### config.mk
export PLATFORM = sky130hd
export DESIGN_NAME = rc4_ram
export DESIGN_NICKNAME = d
export VERILOG_FILES = /design/src/rtl/rc4_ram.sv
export SDC_FILE = /design/constraint.sdc
export NUM_CORES = 2
export LEC_CHECK = 0
export BUFFER_PORTS_ARGS = -buffer_cell sky130_fd_sc_hd__buf_2
export CAP_MARGIN = 30
export CELL_PAD_IN_SITES_DETAIL_PLACEMENT = 1
export CELL_PAD_IN_SITES_GLOBAL_PLACEMENT = 1
export CORE_MARGIN = 2
export CORE_UTILIZATION = 53
export DETAILED_ROUTE_END_ITERATION = 6
export PLACE_DENSITY = 0.87
export SYNTH_ARGS = -nofsm -noshare
export SYNTH_HDL_FRONTEND = slang
export SYNTH_SLANG_ARGS = --single-unit
### constraint.sdc
create_clock -name clk -period 5.25 [get_ports clk]
set_input_delay 1.575 -clock clk [delete_from_list [all_inputs] [get_ports clk]]
set_output_delay 1.575 -clock clk [all_outputs]
set_load 0.1 [all_outputs]
### src/rtl/rc4_ram.sv
// ----------------------------------------------------------------------------
// rc4_ram
// Generic simple dual-port RAM: one write port, one read port, registered
// read data (old data on a same-address write).
// ----------------------------------------------------------------------------
module rc4_ram #(
  parameter int WIDTH = 8,
  parameter int DEPTH = 256
) (
  input  logic                     clk,
  input  logic                     we,
  input  logic [$clog2(DEPTH)-1:0] waddr,
  input  logic [WIDTH-1:0]         wdata,
  input  logic [$clog2(DEPTH)-1:0] raddr,
  output logic [WIDTH-1:0]         rdata
);

  logic [WIDTH-1:0] mem [DEPTH];

  // write port
  always_ff @(posedge clk) begin
    if (we) begin
      mem[waddr] <= wdata;
    end
  end

  // registered read port
  always_ff @(posedge clk) begin
    rdata <= mem[raddr];
  end

endmodule

==> run summary <==
The run finished with clean final reports. Power spread over the standard cell area amounts to 385 mW/mm². The chip height is 391 µm.

The core area is 0.149 mm². The critical hold path startpoint is wdata[2]. For this block, the initial DRC count from the detailed router was 7035.

The instance count along the most critical hold path came out at 1. The H-tree generated during clock tree synthesis spans 4 levels. The critical path goes through buf_4 > nand2_1 > buf_4 > o221ai_1 > a21oi_1 > nor3_1 > nor4_1 > nor4_1.

The post-route cell area is 0.0891 mm². The share of flip-flops with an asynchronous set or reset came out at 0%. The average wire length per cell after detail routing came out at 39.4 µm.

The setup violation total in the final timing report came out at 0. For this run, the detailed router's first-pass iteration total came to 6. Wire segments on met3 add up to 30.5 mm in the final route. The worst setup path is launched from an input port.

The final routed DRC violation total came out at 0. The sequential fraction of the synthesis area is 77.5%. The placed standard-cell area is 0.0826 mm². The net count of the mapped netlist came out at 3759. In the detailed route, the total length drawn on met2 is 118 mm.

Row generation in the floorplan step produced 142 rows. The global-route wire length before repair is 343 mm. At the end of routability-driven placement, the weighted congestion stood at 0.874. The highest metal layer used by the detailed router is met5. The clock transition at the registers of the reported paths is 0.07 ns. The met1 wire length came out at 79.8 mm. The clock latency on the worst-skew pair is 0.88 ns. The slowest stage of the critical path belongs to the cell nand2_1. In this run the clock root is driven by a clkbuf_16.

The class of the worst hold path is input port to flip-flop. In this run, post-CTS hold repair placed 0 buffers. After routing, the total negative slack on setup checks comes to 0 ns. The total I/O pin count came out at 34.

The maximum count of clock buffers along a single path came out at 3. In this run the horizontal extent of the chip is 391 µm. The effective utilization at floorplan came out at 53.2%.

The count of max-cap constraint violations is 0. The total number of nets in the final design is 3952. The count of cells resized by post-cts repair is 0. The multiplexer share of the synthesized area came out at 14.6%.

The worst clock skew on the final layout came out at 0.0474 ns. Input and output buffers added on the ports amount to 33. The shortest period the worst path allows came out at 4.62 ns. For the pin with the worst max-slew slack, the measured transition is 1.28 ns. The filler cells instantiated in the layout total 12300. OpenSTA, run right after detailed placement, puts the worst setup slack at 0.228 ns. Measured against its own limit, the worst slew margin works out to 14.4%. The highest clock frequency the design can meet came out at 0.216 GHz. The number of setup buffers added after CTS is 0. The total power came out at 34.3 mW. The CTS buffer count is 198. The worst flop-to-flop path startpoint is mem[96][2].

The number of hold violations in the final report was 0. The tree built by TritonCTS fans out to 2056 sinks. The top cell types in the final layout, fill and taps aside, are edfxtp_1 (2048), mux4_2 (454), nor2_1 (279), clkbuf_16 (201), buf_4 (162). The placed wire-length estimate came out at 137 mm. Setup repair after global routing left no endpoint under its margin. The adder-cell share of the synthesized area is 0%. The via count of the first global-routing pass came out at 44400. The number of enable flip-flop cells after synthesis is 2048. For flop-to-flop paths, the worst setup slack is 2.17 ns. The tightest hold margin is 1.14 ns. The number of max-slew violations in the final report came out at 0.

The share of the clock period used by the worst path came out at 88.0%. The worst setup path is of the input port to flip-flop kind. The worst setup margin is 0.629 ns. Along the worst path, the maximum fanout reaches 21. Data on the critical path is required at its endpoint by 5.96 ns. For hold timing, the worst endpoint is mem[103][2]. The layout overhead on the synthesized area is 12.0%.

The cell count after synthesis came out at 3733. The longest individual stage delay on the worst path came out at 0.74 ns. For this block, the via count after detailed routing is 43100. The static leakage is 27.6 nW. The number of antenna violations at the first check in global routing came out at 20. The total instance count after detailed placement is 5732.

The cell area after synthesis came out at 0.0796 mm². The number of distinct library cells after synthesis is 55. Summing the areas of all compound-gate instances in the mapped netlist gives 3.42% of the synthesized area. The data arrival time of the critical path came out at 5.33 ns. The kind of cell with the highest combined delay along the critical path is simple AND/OR/NAND/NOR gates. STA classifies the critical path endpoint as a flip-flop.

IR analysis of the VDD net gives a maximum drop of 0.000418 V. The main combinational cell family by area after synthesis is multiplexers. The critical path contains buffers and inverters numbering 2 combined. The core utilization of the finished layout is 59.6%. After the flow finishes, the layout carries non-filler instances totaling 6117. The number of warnings reported in the yosys synthesis log is 0. In the routed layout, each cell is associated on average with a via count of 7.04. Counting flops and latches in the post-synthesis netlist gives 2056. The library cell used most frequently in the layout, excluding fill and tap cells, is edfxtp_1. TritonCTS built the clock tree. The fraction of layout cells with a size suffix above 1 is 23.9%. The die footprint came out at 0.153 mm².

The worst-case reg-to-reg path depth is 7. Averaged over all synthesized cells, the footprint is 21.3 µm². The synthesized netlist devotes 0% of its cell area to XOR and XNOR gates.

The aggregate global-route resource usage came out at 32.0%. Once detail routing completed, the nets flagged for antenna violations numbered 0. Entering global routing, the biggest net connects 138 pins. The worst register-to-register path ends at rdata[2]. The synthesized-area fraction occupied by and/or/nand/nor cells is 2.63%.

The wire length reported by the detailed router came out at 241 mm. The total global routing overflow is 0. The most used flip-flop cell after synthesis is edfxtp_1.
layout make-up:
class,instances,area [µm²],area share [%]
Antenna cell,7,17.5,0.0197
Timing Repair Buffer,226,2080,2.34
Clock inverter,125,1120,1.26
Multi-Input combinational cell,1442,16500,18.5
Tap cell,2016,2520,2.83
Clock buffer,243,5190,5.83
Inverter,2,7.51,0.00843
Sequential cell,2056,61700,69.2
worst max path at each step:
stage               startpoint        to  cells past startpoint
global placement      raddr[1]  rdata[4]                      9
global route          raddr[1]  rdata[1]                      8
detailed placement    raddr[0]  rdata[1]                      9
floorplan             raddr[0]  rdata[2]                      9
finish                raddr[2]  rdata[1]                      8
CTS                   raddr[1]  rdata[1]                      8
where the power goes:
group | internal, mW | total (mW) | switching (mW)
sequential | 18.1 | 18.1 | 0.0375
combinational | 0.585 | 1.88 | 1.30
clock | 7.68 | 14.3 | 6.60
total | 26.4 | 34.3 | 7.93
worst reg2reg max path, cell delays in order (launching register included):
cell and delay [ns]:
edfxtp_1 0.40, mux4_2 0.48, nor2b_1 0.17, a211oi_1 0.57, nor3_1 0.21, nor4_1 0.82, buf_4 0.28, nor4_2 0.05
layer usage:
| layer | global-route usage (%) | up-vias |
|---|---|---|
| li1 | - | 16100 |
| met1 | 40.9 | 22300 |
| met2 | 51.5 | 3870 |
| met3 | 8.55 | 814 |
| met4 | 14.8 | 32 |
| met5 | 0 | - |
cell families after synthesis:
logic type / Yosys count
buffers and inverters: 235
AND/OR/NAND/NOR: 466
AO/OA/AOI/OAI: 385
multiplexers: 591
flip-flops: 2056
cell usage after synthesis, types with 22 or more instances:
cell      count  share of area [%]
a21oi_1      96               0.60
a22oi_1     133                1.3
buf_1        22               0.10
buf_2        31               0.20
buf_4        27               0.25
clkbuf_1    111               0.52
edfxtp_1   2048                 77
mux2i_1     134                1.7
mux4_2      454                 13
nand2_1      33               0.16
nand3_1      34               0.21
nor2_1      282                1.3
nor2b_1      31               0.24
nor3_1       22               0.14
nor4_1       24               0.19
o221ai_1     46               0.51
o22ai_1      28               0.22
state kept, by name, summed over array words and instances, names as in the netlist:
signal and flops:
mem 2048, rdata 8
Power figures use the tool's default switching activity.
